**src/rtl/core/sbc_pkg.sv**
```systemverilog
package sbc_pkg;
   localparam int COORD_BITS = 32;
   localparam int FRAC_BITS = 16;
   localparam int NORMAL_FRAC_BITS = 14;
   localparam int RAD_BITS = COORD_BITS - 1;
   localparam int NORM_BITS = NORMAL_FRAC_BITS + 2;
   localparam int DIFF_BITS = COORD_BITS + 1;
   localparam int MAG_BITS = COORD_BITS;
   localparam int SQ_BITS = 2 * MAG_BITS + 2;
   localparam int ROOT_BITS = MAG_BITS + 1;
   localparam int NUM_BITS = MAG_BITS + NORMAL_FRAC_BITS + 1;
   localparam int QUEUE_DEPTH = 4;
   localparam int QUEUE_IDX = 2;

   // Classification handed from the front end to the back end.
   typedef enum logic [1:0] {
      KIND_MISS = 2'd0,
      KIND_FACE = 2'd1,
      KIND_NEAR = 2'd2
   } kind_type;

   typedef struct packed {
      kind_type kind;
      logic swap;
      logic [RAD_BITS-1:0] radius;
      logic [RAD_BITS-1:0] face_depth;
      logic [1:0] face_axis;
      logic face_min;
      logic [MAG_BITS-1:0] mag_x;
      logic [MAG_BITS-1:0] mag_y;
      logic [MAG_BITS-1:0] mag_z;
      logic pos_x;
      logic pos_y;
      logic pos_z;
   } job_type;

   typedef struct packed {
      logic hit;
      logic [RAD_BITS-1:0] depth;
      logic signed [NORM_BITS-1:0] normal_x;
      logic signed [NORM_BITS-1:0] normal_y;
      logic signed [NORM_BITS-1:0] normal_z;
      logic order_swapped;
   } result_type;
endpackage

```
**src/rtl/core/sbc_front.sv**
```systemverilog
module sbc_front (
   input  logic clock,
   input  logic reset,
   input  logic in_valid,
   output logic in_ready,
   input  logic signed [sbc_pkg::COORD_BITS-1:0] center_x,
   input  logic signed [sbc_pkg::COORD_BITS-1:0] center_y,
   input  logic signed [sbc_pkg::COORD_BITS-1:0] center_z,
   input  logic [sbc_pkg::RAD_BITS-1:0] radius,
   input  logic signed [sbc_pkg::COORD_BITS-1:0] box_min_x,
   input  logic signed [sbc_pkg::COORD_BITS-1:0] box_min_y,
   input  logic signed [sbc_pkg::COORD_BITS-1:0] box_min_z,
   input  logic signed [sbc_pkg::COORD_BITS-1:0] box_max_x,
   input  logic signed [sbc_pkg::COORD_BITS-1:0] box_max_y,
   input  logic signed [sbc_pkg::COORD_BITS-1:0] box_max_z,
   input  logic sphere_mass_zero,
   output logic job_valid,
   input  logic job_ready,
   output sbc_pkg::job_type job
);
   import sbc_pkg::*;

   // Two stages: the first forms per-axis distances, the second picks the face,
   // near-corner or miss case.
   logic s1_valid_ff, s1_valid_in, s2_valid_ff, s2_valid_in;
   logic s1_ready, s2_ready;
   logic signed [DIFF_BITS-1:0] dl_ff [3], dh_ff [3], dl_in [3], dh_in [3];
   logic [2:0] below_ff, above_ff, below_in, above_in;
   logic [RAD_BITS-1:0] rad_ff, rad_in;
   logic swap_ff, swap_in;
   job_type job_ff, job_in;
   logic signed [COORD_BITS-1:0] c_w [3], lo_w [3], hi_w [3];

   assign c_w = '{center_x, center_y, center_z};
   assign lo_w = '{box_min_x, box_min_y, box_min_z};
   assign hi_w = '{box_max_x, box_max_y, box_max_z};

   assign s2_ready = !s2_valid_ff || job_ready;
   assign s1_ready = !s1_valid_ff || s2_ready;
   assign in_ready = s1_ready;

   always_comb begin
      for (int i = 0; i < 3; i++) begin
         dl_in[i] = DIFF_BITS'(c_w[i]) - DIFF_BITS'(lo_w[i]);
         dh_in[i] = DIFF_BITS'(hi_w[i]) - DIFF_BITS'(c_w[i]);
         below_in[i] = c_w[i] < lo_w[i];
         above_in[i] = c_w[i] > hi_w[i];
      end
      rad_in = radius;
      swap_in = sphere_mass_zero;
      s1_valid_in = s1_ready ? in_valid : s1_valid_ff;
   end

   always_comb begin
      logic signed [DIFF_BITS-1:0] m;
      logic signed [DIFF_BITS-1:0] best;
      logic signed [DIFF_BITS-1:0] d;
      logic in_box, near_all;
      logic [MAG_BITS-1:0] mg [3];
      logic pos [3];
      best = '0;
      m = '0;
      d = '0;
      job_in = '0;
      in_box = ((below_ff | above_ff) == 3'b000);
      for (int i = 0; i < 3; i++) begin
         m = (dl_ff[i] <= dh_ff[i]) ? dl_ff[i] : dh_ff[i];
         if (i == 0 || m < best) begin
            best = m;
            job_in.face_axis = 2'(i);
            job_in.face_min = dl_ff[i] <= dh_ff[i];
         end
      end
      near_all = 1'b1;
      for (int i = 0; i < 3; i++) begin
         // Distance past the clamp: center minus the violated bound.
         priority if (below_ff[i]) d = dl_ff[i];
         else if (above_ff[i]) d = -dh_ff[i];
         else d = '0;
         pos[i] = d > 0;
         mg[i] = MAG_BITS'(d < 0 ? -d : d);
         if ((d < 0 ? -d : d) > $signed({2'b00, rad_ff})) near_all = 1'b0;
      end
      job_in.swap = swap_ff;
      job_in.radius = rad_ff;
      job_in.face_depth = rad_ff - RAD_BITS'(best);
      job_in.mag_x = mg[0];
      job_in.mag_y = mg[1];
      job_in.mag_z = mg[2];
      job_in.pos_x = pos[0];
      job_in.pos_y = pos[1];
      job_in.pos_z = pos[2];
      if (in_box) job_in.kind = (best < $signed({2'b00, rad_ff})) ? KIND_FACE : KIND_MISS;
      else job_in.kind = near_all ? KIND_NEAR : KIND_MISS;
      s2_valid_in = s2_ready ? s1_valid_ff : s2_valid_ff;
   end

   always_ff @(posedge clock) begin
      if (reset) begin
         s1_valid_ff <= 1'b0;
         s2_valid_ff <= 1'b0;
      end else begin
         s1_valid_ff <= s1_valid_in;
         s2_valid_ff <= s2_valid_in;
      end
      if (s1_ready && in_valid) begin
         dl_ff <= dl_in;
         dh_ff <= dh_in;
         below_ff <= below_in;
         above_ff <= above_in;
         rad_ff <= rad_in;
         swap_ff <= swap_in;
      end
      if (s2_ready && s1_valid_ff) job_ff <= job_in;
   end

   assign job_valid = s2_valid_ff;
   assign job = job_ff;
endmodule

```
**config.mk**
```make
export PLATFORM = sky130hd
export DESIGN_NAME = sbc_front
export DESIGN_NICKNAME = d
export VERILOG_FILES = /design/src/rtl/core/sbc_pkg.sv /design/src/rtl/core/sbc_front.sv
export SDC_FILE = /design/constraint.sdc
export NUM_CORES = 2
export LEC_CHECK = 0
export ABC_AREA = 1
export BUFFER_PORTS_ARGS = -buffer_cell sky130_fd_sc_hd__buf_2
export CORE_MARGIN = 2
export CORE_UTILIZATION = 45
export CTS_CLUSTER_DIAMETER = 80
export DETAILED_ROUTE_END_ITERATION = 10
export GPL_TIMING_DRIVEN = 0
export PLACE_DENSITY_LB_ADDON = 0.1
export SETUP_SLACK_MARGIN = 0.5
export SYNTH_ARGS = -nofsm -noshare
export SYNTH_HDL_FRONTEND = slang
export SYNTH_SLANG_ARGS = --single-unit
```
**constraint.sdc**
```tcl
create_clock -name clock -period 10.77 [get_ports clock]
set_clock_uncertainty 0.05 [all_clocks]
set_input_delay 2.154 -clock clock [delete_from_list [all_inputs] [get_ports clock]]
set_output_delay 2.154 -clock clock [all_outputs]
set_load 0.01 [all_outputs]
```
Word-level counts from Yosys, hierarchy flattened

Index checks and enable logic that the tools add are counted.
W data, S select, Z words.

Memory bits (read-only): 0
Flip-flop bits (word level): 405
Bits in latches: 0
Bits of input ports: 324
Memory bits (writable): 0
Memories kept: 0
Output and inout port bits: 169

Equal/unequal tests: 0
Reductions and logical operators: 7
Bitwise gates (word level): 1
Shifts and indexed selects: 0
Add/sub/neg operators: 13
Mux-type cells: 22
$lt $le $gt $ge: 21
$mul: 0
Divide/modulo/power cells: 0

Operators with widths:

| operator              | count |
|---|---|
| $mux W33              | 14 |
| $neg A33 Y33          | 6 |
| $sub A32 B32 Y33      | 6 |
| $gt A33 B1 Y1 const B | 3 |
| $gt A33 B32 Y1        | 3 |
| $le A33 B33 Y1        | 3 |
| $lt A33 B1 Y1 const B | 3 |
| $gt A32 B32 Y1        | 3 |
| $lt A32 B32 Y1        | 3 |
| $lt A33 B33 Y1        | 2 |
| $lt A33 B32 Y1        | 1 |
| $sub A31 B31 Y31      | 1 |
| $mux W2               | 3 |
| $mux W1               | 5 |
| $logic_not A3 Y1      | 1 |
| $or A3 B3 Y3          | 1 |
| $logic_and A1 B1 Y1   | 2 |
| $logic_not A1 Y1      | 2 |
| $logic_or A1 B1 Y1    | 2 |

Depth between registers and ports, before layout

Depth in word-level cells: 11
Gate-level depth with buffers: 77

Least setup slack after synthesis

OpenSTA, ideal clock, no wires.

Kind: input to register
Start: input port job_ready
End: register job_ff (netlist bit job[0]) (enable)
Arrival time: 10.210 ns
Setup time: 0.749 ns
Cell stages on the path: 2
Path buffers: 0
Setup slack: -0.239 ns
Cell sequence: inv_1 -> a21oi_1

Word-level cells in the longest chain between the ends: 2

Ends and longest elaborated chain:

| item                   | RTL line         | RTL |
|---|---|---|
| start: declaration     | sbc_front.sv:18  | `input logic job_ready,` |
| $logic_or A1 B1 Y1     | sbc_front.sv:38  | `assign s2_ready = !s2_valid_ff \|\| job_ready;` |
| $logic_and A1 B1 Y1    | sbc_front.sv:114 | `if (s2_ready && s1_valid_ff) job_ff <= job_in;` |
| end signal: assignment | sbc_front.sv:114 |  |
| end: declaration       | sbc_front.sv:31  | `job_type job_ff, job_in;` |

Every way passes these cells.
A chain may end at the register's enable or synchronous reset.

==> flow_metrics.env <==
export IMPL_hold_class="register to register"
export IMPL_period_share_pct=90.54
export IMPL_wire_per_inst_um=19.39
export IMPL_ff2ff_path_depth=62
export IMPL_fp_row_count=105
export IMPL_synth_fp_nets=5657
export IMPL_core_mm2=0.08224
export IMPL_synth_cells=4806
export IMPL_clockRootBuffer="clkbuf_16"
export IMPL_cap_viol_max_count=0
export IMPL_clock_sinks=405
export IMPL_worstSetupStartpointType="register"
export IMPL_place_inst=6375
export IMPL_clk_path_buf_depth=3
export IMPL_cts_tree="done"
export IMPL_firstDrtPassIters=6
export IMPL_place_area_mm2=0.04145
export IMPL_grt_max_degree=130
export IMPL_grt_overflow=0
export IMPL_port_buffers=492
export IMPL_area_growth_pct=15.96
export IMPL_yosys_top_cells_count="886 x nand2_1, 836 x inv_1, 520 x ha_1, 452 x a21oi_1, 403 x edfxtp_1"
export IMPL_drtAntennaViolNets=0
export IMPL_rr_startpoint="dh_ff[37]$_DFFE_PP_"
export IMPL_hold_path_endpoint="job[164]$_DFFE_PP_"
export IMPL_vias_per_cell=5.327
export IMPL_grt_pass1_wl_um=187700
export IMPL_slew_headroom_pct=36.70
export IMPL_grt_use_total_pct=28.53
export IMPL_wirelength_um=125500
export IMPL_die_x_um=292.6
export IMPL_ys_seq_area_share_pct=32.39
export IMPL_setup_viol=0
export IMPL_ir_drop_v=0.0002855
export IMPL_antenna_found_initial=1
export IMPL_cp_required_ps=11070
export IMPL_nets=6213
export IMPL_power_total_w=0.01277
export IMPL_drv_slew=0
export IMPL_synth_top_area_share_pct=32.28
export IMPL_clk_latency_ps=610
export IMPL_start_util_pct=45.58
export IMPL_synth_edf_count=403
export IMPL_tightest_slew_ps=939.6
export IMPL_max_stage_delay_ps=490
export IMPL_ys_top_cells_by_area="edfxtp_1 32%, ha_1 17%, nand2_1 8.9%"
export IMPL_worstSetupPathType="register to register"
export IMPL_clk_pin_slew_ps=60
export IMPL_hold_buffers=0
export IMPL_hold_viol_final=0
export IMPL_async_flop_share_pct=0
export IMPL_synth_distinct_cells=65
export IMPL_cts_buffers=48
export IMPL_fin_util_pct=52.85
export IMPL_yosys_cell_count_top_type="nand2_1"
export IMPL_min_from="swap_ff$_DFFE_PP_"
export IMPL_slowest_stage="edfxtp_1"
export IMPL_cp_max_fo=10
export IMPL_ys_flop_type="edfxtp_1"
export IMPL_cp_data_arrival_time_ps=10050
export IMPL_drt_initial_drc_count=2623
export IMPL_ys_warn_count=0
export IMPL_reg2reg_to="job[132]$_DFFE_PP_"
export IMPL_cp_end_kind="register"
export IMPL_cts_htree_levels=2
export IMPL_rsz0062_at_grt="false"
export IMPL_io_pins=493
export IMPL_synthesis_area_mm2=0.03749
export IMPL_design_area_mm2=0.04347
export IMPL_fp_dieH_um=292.6
export IMPL_synth_largest_area_cell="edfxtp_1"
export IMPL_ys_seq_elements=405
export IMPL_layout_drive_gt1_share_pct=14.02
export IMPL_grt_pass1_vias=32670
export IMPL_max_freq_ghz=0.1025
export IMPL_crit_path_frequent_cell="nand2_1"
export IMPL_period_minus_slack_ps=9751
export IMPL_p_leak_nw=21.32
export IMPL_dp_hpwl_um=106500
export IMPL_rrSetupSlack_ps=1020
export IMPL_dieArea_mm2=0.08563
export IMPL_vias=34470
export IMPL_drc=0
export IMPL_p_per_area_mw_per_mm2=293.9
export IMPL_hold_path_cell_count=0
export IMPL_avgSynthCellArea_um2=7.800
export IMPL_fin_cells=6471
export IMPL_outcome="finished, final reports clean"
export IMPL_place_congestion=0.9689
## state kept, by name, indices dropped and copies added, names as in the netlist
signal       flops
rad_ff          31
dh_ff           99
job            167
above_ff         3
job_valid        1
swap_ff          1
dl_ff           99
below_ff         3
s1_valid_ff      1
## power by group
part	internal [W]	total [W]	switching [W]
clock	0.000986	0.00168	0.000696
combinational	0.00295	0.00858	0.00562
sequential	0.00232	0.00251	0.000193
total	0.00626	0.0128	0.00651
## how the worst max path moves through the flow
stage	cells past startpoint	from	endpoint	slack, ps
2_1_floorplan	59	dh_ff[49]$_DFFE_PP_	job[130]$_DFFE_PP_	2520
3_3_place_gp	61	dh_ff[98]$_DFFE_PP_	job[132]$_DFFE_PP_	-650
3_5_place_dp	60	dl_ff[98]$_DFFE_PP_	job[132]$_DFFE_PP_	-760
4_1_cts	64	dl_ff[98]$_DFFE_PP_	job[129]$_DFFE_PP_	520
5_1_grt	62	dh_ff[98]$_DFFE_PP_	job[130]$_DFFE_PP_	530
6_report	62	dh_ff[37]$_DFFE_PP_	job[132]$_DFFE_PP_	1020
## routing by layer
| metal | vias to the layer above | global-route usage [%] | routed length, µm |
|---|---|---|---|
| met5 | - | 0 | 0 |
| met4 | 0 | 7.980 | 3625 |
| met3 | 167 | 2.724 | 7449 |
| met2 | 1106 | 48.60 | 58810 |
| met1 | 15930 | 38.57 | 55580 |
| li1 | 17260 | - | - |
## kinds of logic after synthesis
group           count (synthesis)  synth area share, %
buf+inv                       928                9.519
flops                         405                32.39
compound gates               1067                15.56
fa+ha+maj                     527                17.73
xor+xnor                      304                7.103
simple gates                 1575                17.70
## critical path, delay by kind of cell (launching register included)
| family | cells | cell delay [ps] |
|---|---|---|
| flip-flops | 1 | 490 |
| buffers and inverters | 9 | 1180 |
| XOR/XNOR | 1 | 170 |
| AO/OA/AOI/OAI | 16 | 2610 |
| AND/OR/NAND/NOR | 31 | 3450 |
| adder cells (fa/ha/maj) | 5 | 1500 |
## through the flow
stage          worst slack, ps  hold slack, ps  TNS (ps)
2_1_floorplan             2516           350.3         0
6_report                  1019           379.3         0
5_1_grt                  530.5           393.9         0
3_5_place_dp            -761.8           372.3     -3559
3_3_place_gp            -646.4           360.2     -3072
4_1_cts                  515.6           387.2         0
## final cells by class
type	instances	area, µm²
timing repair buffer	506	2663
buffer	65	381.6
multi-input combinational	3473	22060
inverter	863	3252
clock buffer	53	1241
clock inverter	35	385.4
sequential	405	12140
tap	1070	1339
antenna	1	2.502
fill	8105	38770
## cells in the final DEF, fill, tap and decap left out, types with 33 or more instances in the layout
| master | count |
|---|---|
| nor2_1 | 336 |
| xor2_1 | 212 |
| ha_1 | 518 |
| clkbuf_16 | 49 |
| a21oi_1 | 443 |
| o21ai_1 | 117 |
| nor3_1 | 48 |
| nand4_1 | 60 |
| nand2_1 | 885 |
| nand3_1 | 141 |
| xnor2_1 | 92 |
| inv_1 | 834 |
| edfxtp_1 | 403 |
| o21ai_0 | 281 |
| o21bai_1 | 33 |
| buf_2 | 501 |
| o21ai_2 | 34 |
## what timing repair did
action / 4_1_cts / 5_1_grt
setup endpoints to repair: 16 / 14
resized for setup: 59 / 129
cloned: 0 / 0
buffers inserted: 0 / 7
pin swaps: 0 / 5
Power figures use the tool's default switching activity.
