File: config.mk
export PLATFORM = sky130hd
export DESIGN_NAME = sbc_queue
export DESIGN_NICKNAME = d
export VERILOG_FILES = /design/src/rtl/core/sbc_pkg.sv /design/src/rtl/core/sbc_queue.sv
export SDC_FILE = /design/constraint.sdc
export NUM_CORES = 1
export LEC_CHECK = 0
export ABC_AREA = 1
export BUFFER_PORTS_ARGS = -buffer_cell sky130_fd_sc_hd__buf_4
export CAP_MARGIN = 20
export CORE_ASPECT_RATIO = 0.75
export CORE_MARGIN = 2
export CORE_UTILIZATION = 51
export DETAILED_ROUTE_END_ITERATION = 6
export GPL_ROUTABILITY_DRIVEN = 0
export PLACE_DENSITY_LB_ADDON = 0.2
export SKIP_LAST_GASP = 1
export SYNTH_ARGS = -nofsm -noshare
export SYNTH_HDL_FRONTEND = slang
export SYNTH_SLANG_ARGS = --single-unit
File: constraint.sdc
create_clock -name clock -period 8 [get_ports clock]
set_clock_uncertainty 0.1 [all_clocks]
set_input_delay 0 -clock clock [delete_from_list [all_inputs] [get_ports clock]]
set_output_delay 0 -clock clock [all_outputs]
set_load 0.005 [all_outputs]
File: src/rtl/core/sbc_pkg.sv
package sbc_pkg;
   localparam int COORD_BITS = 32;
   localparam int FRAC_BITS = 16;
   localparam int NORMAL_FRAC_BITS = 14;
   localparam int RAD_BITS = COORD_BITS - 1;
   localparam int NORM_BITS = NORMAL_FRAC_BITS + 2;
   localparam int DIFF_BITS = COORD_BITS + 1;
   localparam int MAG_BITS = COORD_BITS;
   localparam int SQ_BITS = 2 * MAG_BITS + 2;
   localparam int ROOT_BITS = MAG_BITS + 1;
   localparam int NUM_BITS = MAG_BITS + NORMAL_FRAC_BITS + 1;
   localparam int QUEUE_DEPTH = 4;
   localparam int QUEUE_IDX = 2;

   // Classification handed from the front end to the back end.
   typedef enum logic [1:0] {
      KIND_MISS = 2'd0,
      KIND_FACE = 2'd1,
      KIND_NEAR = 2'd2
   } kind_type;

   typedef struct packed {
      kind_type kind;
      logic swap;
      logic [RAD_BITS-1:0] radius;
      logic [RAD_BITS-1:0] face_depth;
      logic [1:0] face_axis;
      logic face_min;
      logic [MAG_BITS-1:0] mag_x;
      logic [MAG_BITS-1:0] mag_y;
      logic [MAG_BITS-1:0] mag_z;
      logic pos_x;
      logic pos_y;
      logic pos_z;
   } job_type;

   typedef struct packed {
      logic hit;
      logic [RAD_BITS-1:0] depth;
      logic signed [NORM_BITS-1:0] normal_x;
      logic signed [NORM_BITS-1:0] normal_y;
      logic signed [NORM_BITS-1:0] normal_z;
      logic order_swapped;
   } result_type;
endpackage

File: src/rtl/core/sbc_queue.sv
module sbc_queue (
   input  logic clock,
   input  logic reset,
   input  logic push_valid,
   output logic push_ready,
   input  sbc_pkg::job_type push_data,
   output logic pop_valid,
   input  logic pop_ready,
   output sbc_pkg::job_type pop_data
);
   import sbc_pkg::*;

   job_type mem_ff [QUEUE_DEPTH];
   logic [QUEUE_IDX-1:0] wr_ff, wr_in, rd_ff, rd_in;
   logic [QUEUE_IDX:0] cnt_ff, cnt_in;
   logic push, pop;

   assign push_ready = cnt_ff != (QUEUE_IDX+1)'(QUEUE_DEPTH);
   assign pop_valid = cnt_ff != '0;
   assign push = push_valid && push_ready;
   assign pop = pop_valid && pop_ready;
   assign pop_data = mem_ff[rd_ff];

   always_comb begin
      wr_in = push ? wr_ff + 1'b1 : wr_ff;
      rd_in = pop ? rd_ff + 1'b1 : rd_ff;
      cnt_in = cnt_ff + (QUEUE_IDX+1)'(push) - (QUEUE_IDX+1)'(pop);
   end

   always_ff @(posedge clock) begin
      if (reset) begin
         wr_ff <= '0;
         rd_ff <= '0;
         cnt_ff <= '0;
      end else begin
         wr_ff <= wr_in;
         rd_ff <= rd_in;
         cnt_ff <= cnt_in;
      end
      if (push) mem_ff[wr_ff] <= push_data;
   end
endmodule

# Yosys cells after proc, flatten, opt, wreduce, memory -nomap -nowiden
# Memories as Yosys holds them, arrays and structs flattened. A register that Yosys moved wholly into a read port is not among the register bits.
# Cells that the tools add are included.
# word_totals
ff_bits,7
inputBits,171
mem_bits_rw,668
mem_count,1
# classes
n_eq_ne,1
mux,4
add_sub_neg,4
n_reduce_logical,3
# mem_list
memory,words,word_bits,read_ports,rd_clocked_by_memory_dff,wr,line,text
mem_ff,4,167,1,1,1,sbc_queue.sv:13,job_type mem_ff [QUEUE_DEPTH];
# ops
cell,n
$add 2x1->2 const B,2
$mux 2,2
$add 3x1->3,1
$ne 3x3->1 const B,1
$reduce_bool 3->1,1
$sub 3x1->3,1
$logic_and 1x1->1,2
$mux 1,2

# Depth between registers and ports, before layout
# Gate-level depths: netlist of run 1.
# depth
ltp_word,4
mapped_depth,10
mapped_depth_nobuf,10

# Worst setup path before layout of run 1
# OpenSTA, ideal clock, no wires.
# synth_path
path_type,reg2reg
startpoint,reg cnt_ff[1]
endpoint,"mem mem_ff[0][0] (netlist bit), enable pin"
n_path_buf,0
arrival_ns,7.685
synth_period_minus_slack_ns,8.481
t_required_ns,7.203
setup_time_ns,0.697
stages_incl_launch_ff,5
setup_slack_ns,-0.481
path_cell_list,dfxtp_1 -> nor2_1 -> nand2_1 -> nand2_1 -> nor2_1
# synth_between
elab_chain_cells,4
# synth_lines
element,line,text
from (decl),sbc_queue.sv:15,"logic [QUEUE_IDX:0] cnt_ff, cnt_in;"
from (signal assigned),sbc_queue.sv:38,cnt_ff <= cnt_in;
$ne 3x3->1,sbc_queue.sv:18,assign push_ready = cnt_ff != (QUEUE_IDX+1)'(QUEUE_DEPTH);
net push_ready,sbc_queue.sv:5,"output logic push_ready,"
$logic_and 1x1->1,sbc_queue.sv:20,assign push = push_valid && push_ready;
$mux 1,sbc_queue.sv:40,if (push) mem_ff[wr_ff] <= push_data;
$mux 1 (not written as such),sbc_queue.sv:40,
to (decl),sbc_queue.sv:13,
# The timed path passes the listed nets, and every way through them passes these cells.

==> impl_metrics.py, run 1 <==
metrics = {
    "run_status": {
        "status": "complete, no violations",
    },
    "floorplanning": {
        "core-area_mm2": 0.0487,
        "fp.dieH_um": 196,
        "num_io_pins": 340,
        "start_util_pct": 51.7,
        "dieArea_mm2": 0.0512,
        "num_rows": 70,
        "die_w_um": 260,
    },
    "worst_setup_path": {
        "crit_path_start_kind": "flip-flop",
        "cp_common_cell": "buf_4",
        "rrSetupSlack_ps": 4930,
        "worstPathCellList": "buf_4 > buf_4 > o21ai_0 > o22ai_1 > buf_4",
        "crit_path_top_delay_cell": "buf_4",
        "path_max_fanout": 112,
        "r2r_cells": 5,
        "arrival_ps": 3850,
        "crit_type": "reg2out",
        "worstSetupEndpointType": "output port",
        "worstPathRequired_ps": 7900,
        "endpoint": "pop_data[127]",
        "rr_startpoint": "cnt_ff[1]",
        "worst_path_largest_cell_delay_ps": 920,
        "r2r-end": "mem_ff[3][93]",
    },
    "finish": {
        "layout.nets": 2347,
        "final_common_cell": "edfxtp_1",
        "drive_gt1_share_pct": 20.7,
        "area.growth.synth_to_final_pct": 27.1,
        "stdcell_count": 2867,
        "mostFrequentLayoutCells": "668 x edfxtp_1, 358 x buf_4, 343 x nor2_1, 235 x o21ai_0, 171 x dlygate4sd3_1",
        "utilization_pct": 65.7,
        "num-fill-cells": 3441,
    },
    "route": {
        "vias_per_cell": 5.42,
        "drt-wirelength-per-cell_um": 19.7,
        "vias": 15500,
        "dr.pass1.iters": 5,
        "post-route-drc-count": 0,
        "drt-total-wl_um": 56600,
        "drtIter0Drc": 1272,
        "postRouteAntennaNets": 0,
    },
    "synthesis": {
        "synthCells": 1679,
        "syn-cell-area_mm2": 0.0252,
        "synth_top_family_by_area": "compound AO/OA/AOI/OAI gates",
        "syn_nets": 1857,
        "yosys_warnings": 0,
        "yosysSeqAreaShare_pct": 80.4,
        "ys_seq_elements": 677,
        "synth_adder_area_share_pct": 0.378,
        "synth_compound_area_share_pct": 11.0,
        "syn_area_per_cell_um2": 15.0,
        "yosys.area_share.simple_pct": 5.41,
        "synth_xor_area_share_pct": 0,
        "synthMuxAreaShare_pct": 0,
        "synth.distinct_cells": 20,
    },
    "global_route": {
        "grt_pass1_wl_um": 86000,
        "track_usage_pct": 21.9,
        "antenna_found_initial": 6,
        "grt-ovfl-total": 0,
        "grt_max_degree": 161,
        "grt_pass1_vias": 15400,
    },
    "sta": {
        "maxSlewHeadroom_pct": 27.1,
        "max_freq_mhz": 253,
        "worst_pin_slew_ps": 1090,
        "drv_slew": 0,
        "hold_violations": 0,
        "rsz0062_at_grt": "false",
        "period_needed_ps": 3950,
        "period_share_pct": 49.3,
        "setup_viol": 0,
    },
    "min_path": {
        "hold_class": "in2reg",
    },
    "clock_tree": {
        "ctsHtreeMaxLevel": 3,
        "clock_latency_ps": 570,
        "cts.sinks": 677,
        "cts-root-buf": "clkbuf_16",
        "cts_tree": "built",
        "path_clk_slew_ps": 60,
        "post-cts-setup-buffers": 0,
        "ctsLongestPathBuffers": 3,
        "numCtsBuffers": 67,
    },
    "power_and_ir_drop": {
        "powerDensity_mw_per_mm2": 304,
        "peakVddDrop_v": 0.000234,
        "power_leakage_nw": 11.2,
    },
    "run": {
        "max_cap_viol_count": 0,
    },
    "placement": {
        "place_inst": 2577,
        "port_buffers": 339,
        "place_hpwl_um": 30700,
    },
}
## layer usage
layer  track usage, %  vias to the layer above  wire (um)
met1             28.9                     7620      23700
met5                0                        -         55
li1                 -                     7355          -
met3             5.80                       99       4190
met2             35.9                      465      27400
met4             6.65                        8       1290
## layout make-up
type                    count  area, um2  area share (%)
clock inverters            31        315           0.986
flip-flops and latches    677      20200            63.3
repair buffers            530       4420            13.8
clock buffers              84       1870            5.84
multi-input cells         877       4240            13.3
diodes                      4       10.0          0.0313
well taps                 648        811            2.53
inverters                  16       70.1           0.219
## flip-flops by register name, summed over array words and instances, names as in the netlist, named ones only
register,flops
rd_ff,2
mem_ff,668
wr_ff,2
cnt_ff,3
## synthesized netlist by cell type, drive strengths merged
cell type	count	area share [%]
inv	16	0.26
fa	1	0.080
nand3	3	0.060
a21boi	2	0.060
ha	6	0.30
nor2	347	5.2
o22ai	167	4.2
clkbuf	30	0.45
edfxtp	668	80
dfxtp	9	0.72
buf	79	2.1
a21oi	4	0.080
o21ai	335	6.7
nand2	12	0.18
## report_power, final
group          switching, mW  leakage (nW)  internal, mW  total [mW]
Clock                   1.23          1.08          1.87        3.10
Combinational           1.28          3.97         0.887        2.17
Sequential             0.115          6.19          4.32        4.44
Total                   2.63          11.2          7.08        9.71
## what timing repair did
action / in CTS / in global routing
hold buffers: 171 / 0
hold endpoints to repair: 677 / 0
gates resized for setup: 0 / 0
endpoints found under the setup margin: 0 / 0
## cell families (layout without fill, tap and decap cells)
| kind of cell | Yosys count | after routing |
|---|---|---|
| AO/OA/AOI/OAI | 508 | 508 |
| adder cells (fa/ha/maj) | 7 | 7 |
| buffers and inverters | 125 | 661 |
| flip-flops | 677 | 677 |
| other | 0 | 4 |
| AND/OR/NAND/NOR | 362 | 362 |
## how the worst min path moves through the flow
stage	cells after the start	to	start
floorplan	1	cnt_ff[1]	reset
global placement	2	cnt_ff[1]	reset
detailed placement	2	cnt_ff[0]	reset
CTS	2	mem_ff[0][44]	push_data[44]
global route	2	mem_ff[1][54]	push_data[54]
finish	2	mem_ff[2][52]	push_data[52]
## metrics by stage
stage          hold slack (ps)  setup TNS (ps)  total power [mW]  setup slack [ps]  area [um2]
2_1_floorplan            -33.3         -321430              5.68              -481       25200
5_1_grt                   39.6               0              10.1              3760       32000
3_3_place_gp              74.2               0              6.58              4790       28100
3_5_place_dp              83.0               0              6.62              4630       28100
6_report                  56.2               0              9.71              4050       32000
4_1_cts                   21.1               0              9.80              3990       32000
## critical path: cells and delay by family, from the launching register on
kind / cells / cell delay (ps)
flip-flops: 1 / 710
AO/OA/AOI/OAI: 2 / 580
buffers and inverters: 3 / 1860
(Power assumes the default switching activity.)
==> run 2, diff against run 1 <==
clock period = 4 ns   (was 8 ns; I/O delays follow)
==> run 2 against run 1 <==
Against the previous run: sequential cell count stayed put; critical path depth is the same; register-to-register slack lost 3600 ps; final cell count up 0.10%; wire length decreased by 0.45%; via count is 0.21% lower.
==> impl_metrics.py, run 2 (same netlist as run 1, synthesis figures left out) <==
metrics = {
    "run_status": {
        "status": "complete, no violations",
    },
    "worst_setup_path": {
        "path_max_fanout": 105,
        "rr_startpoint": "cnt_ff[1]",
        "rrSetupSlack_ps": 1340,
        "crit_type": "reg2out",
        "worstPathRequired_ps": 3900,
        "crit_path_start_kind": "flip-flop",
        "arrival_ps": 2650,
        "r2r_cells": 5,
        "r2r-end": "mem_ff[3][38]",
        "worstSetupEndpointType": "output port",
    },
    "power_and_ir_drop": {
        "p_sw_mw": 5.20,
        "powerDensity_mw_per_mm2": 583,
        "pwr-share-comb_pct": 24.0,
        "peakVddDrop_v": 0.000403,
        "cell_internal_pwr_mw": 13.4,
        "power_leakage_nw": 11.1,
        "switching_share_pct": 28.0,
        "pwr-share-clk_pct": 28.5,
        "finalPower_mw": 18.6,
        "p_seq_share_pct": 47.5,
    },
    "sta": {
        "drv_slew": 0,
        "max_freq_mhz": 364,
        "period_share_pct": 68.6,
        "setup_viol": 0,
        "maxSlewHeadroom_pct": 28.0,
        "fin_setup_tns_ps": 0,
        "rsz0062_at_grt": "false",
        "hold_violations": 0,
        "period_needed_ps": 2750,
        "worst_pin_slew_ps": 1080,
    },
    "clock_tree": {
        "cts_resized": 0,
        "clock_latency_ps": 600,
        "path_clk_slew_ps": 60,
        "hold_buffers": 173,
        "ctsHtreeMaxLevel": 2,
        "cts_tree": "built",
        "numCtsBuffers": 61,
        "ctsLongestPathBuffers": 3,
        "post-cts-setup-buffers": 0,
        "cts.sinks": 677,
        "cts-root-buf": "clkbuf_16",
    },
    "min_path": {
        "worst_hold_path.num_cells": 2,
        "min_to": "mem_ff[1][98]",
        "hold_class": "in2reg",
        "worstHoldStart": "push_data[98]",
    },
    "floorplanning": {
        "dieArea_mm2": 0.0512,
        "num_rows": 70,
        "num_io_pins": 340,
        "start_util_pct": 51.7,
        "die_w_um": 260,
        "fp.dieH_um": 196,
        "core-area_mm2": 0.0487,
    },
    "finish": {
        "largestRegisters": "mem_ff x668, cnt_ff x3",
        "largest_reg_flops": 668,
        "design_area_mm2": 0.0318,
        "num-fill-cells": 3430,
        "drive_gt1_share_pct": 20.5,
        "layout.nets": 2353,
        "mostFrequentLayoutCells": "668 x edfxtp_1, 354 x buf_4, 343 x nor2_1, 235 x o21ai_0, 173 x dlygate4sd3_1",
        "regMostFlops": "mem_ff",
        "area.growth.synth_to_final_pct": 26.5,
        "final_common_cell": "edfxtp_1",
    },
    "placement": {
        "port_buffers": 339,
        "dpl_cell_area_mm2": 0.0283,
        "place_hpwl_um": 30300,
    },
    "route": {
        "vias_per_cell": 5.41,
        "postRouteAntennaNets": 0,
        "drt-total-wl_um": 56400,
        "post-route-drc-count": 0,
        "drtIter0Drc": 1170,
        "vias": 15500,
        "dr.pass1.iters": 5,
        "drt-wirelength-per-cell_um": 19.6,
    },
    "global_route": {
        "grt_max_degree": 168,
        "track_usage_pct": 21.7,
        "antenna_found_initial": 4,
        "grt_pass1_vias": 15300,
        "grt-ovfl-total": 0,
        "grt_pass1_wl_um": 86400,
    },
    "run": {
        "max_cap_viol_count": 0,
    },
}
==> run 2: cell type report <==
class,count,area [um2],share of cell area [%]
diodes,7,17.5,0.0550
repair buffers,542,4690,14.7
inverters,16,72.6,0.228
flip-flops and latches,677,20200,63.6
clock buffers,74,1580,4.95
multi-input cells,877,4240,13.3
well taps,648,811,2.55
clock inverters,29,184,0.578
==> run 2: worst max-delay path, stage by stage, from the launching register on <==
cell     delay (ps)
dfxtp_4         470
inv_8           520
buf_4           450
o21ai_0         140
o22ai_1         230
buf_4           160
==> run 2: how the worst max path moves through the flow <==
stage | startpoint | endpoint | slack, ps | cells after the start
final | flip-flop | pop_data[43] | 1250 | 5
after floorplan | cnt_ff[1] | mem_ff[0][0] | -1700 | 4
after global placement | cnt_ff[1] | mem_ff[3][41] | 1340 | 5
after CTS | flip-flop | pop_data[165] | 1200 | 4
after global routing | flip-flop | pop_data[137] | 1040 | 4
after detailed placement | cnt_ff[1] | mem_ff[3][46] | 1310 | 5
==> run 2: routing by layer <==
metal | routed length [um] | up-vias | GRT usage [%]
li1 | - | 7354 | -
met1 | 23900 | 7675 | 29.1
met2 | 27200 | 421 | 35.7
met3 | 4210 | 65 | 5.93
met4 | 978 | 0 | 5.27
met5 | 0 | - | 0
==> run 2: stage by stage <==
| stage | worst slack, ps | hold WS (ps) | std cells | utilization, % |
|---|---|---|---|---|
| finish | 1250 | 37.7 | 2870 | 65.4 |
| global route | 1040 | 16.9 | 2866 | 65.4 |
| CTS | 1200 | 0.171 | 2863 | 65.3 |
| detailed placement | 1310 | 87.0 | 2587 | 58.2 |
| global placement | 1340 | 78.5 | 2587 | 58.2 |
| floorplan | -1700 | -33.3 | 1679 | - |
==> run 2: power groups by stage <==
stage	clock (mW)	sequential [mW]	combinational (mW)
after detailed placement	0	8.97	4.35
after global routing	5.66	8.88	4.90
after CTS	5.38	8.83	4.52
after floorplan	0	9.02	2.24
final	5.29	8.82	4.46
after global placement	0	8.95	4.29
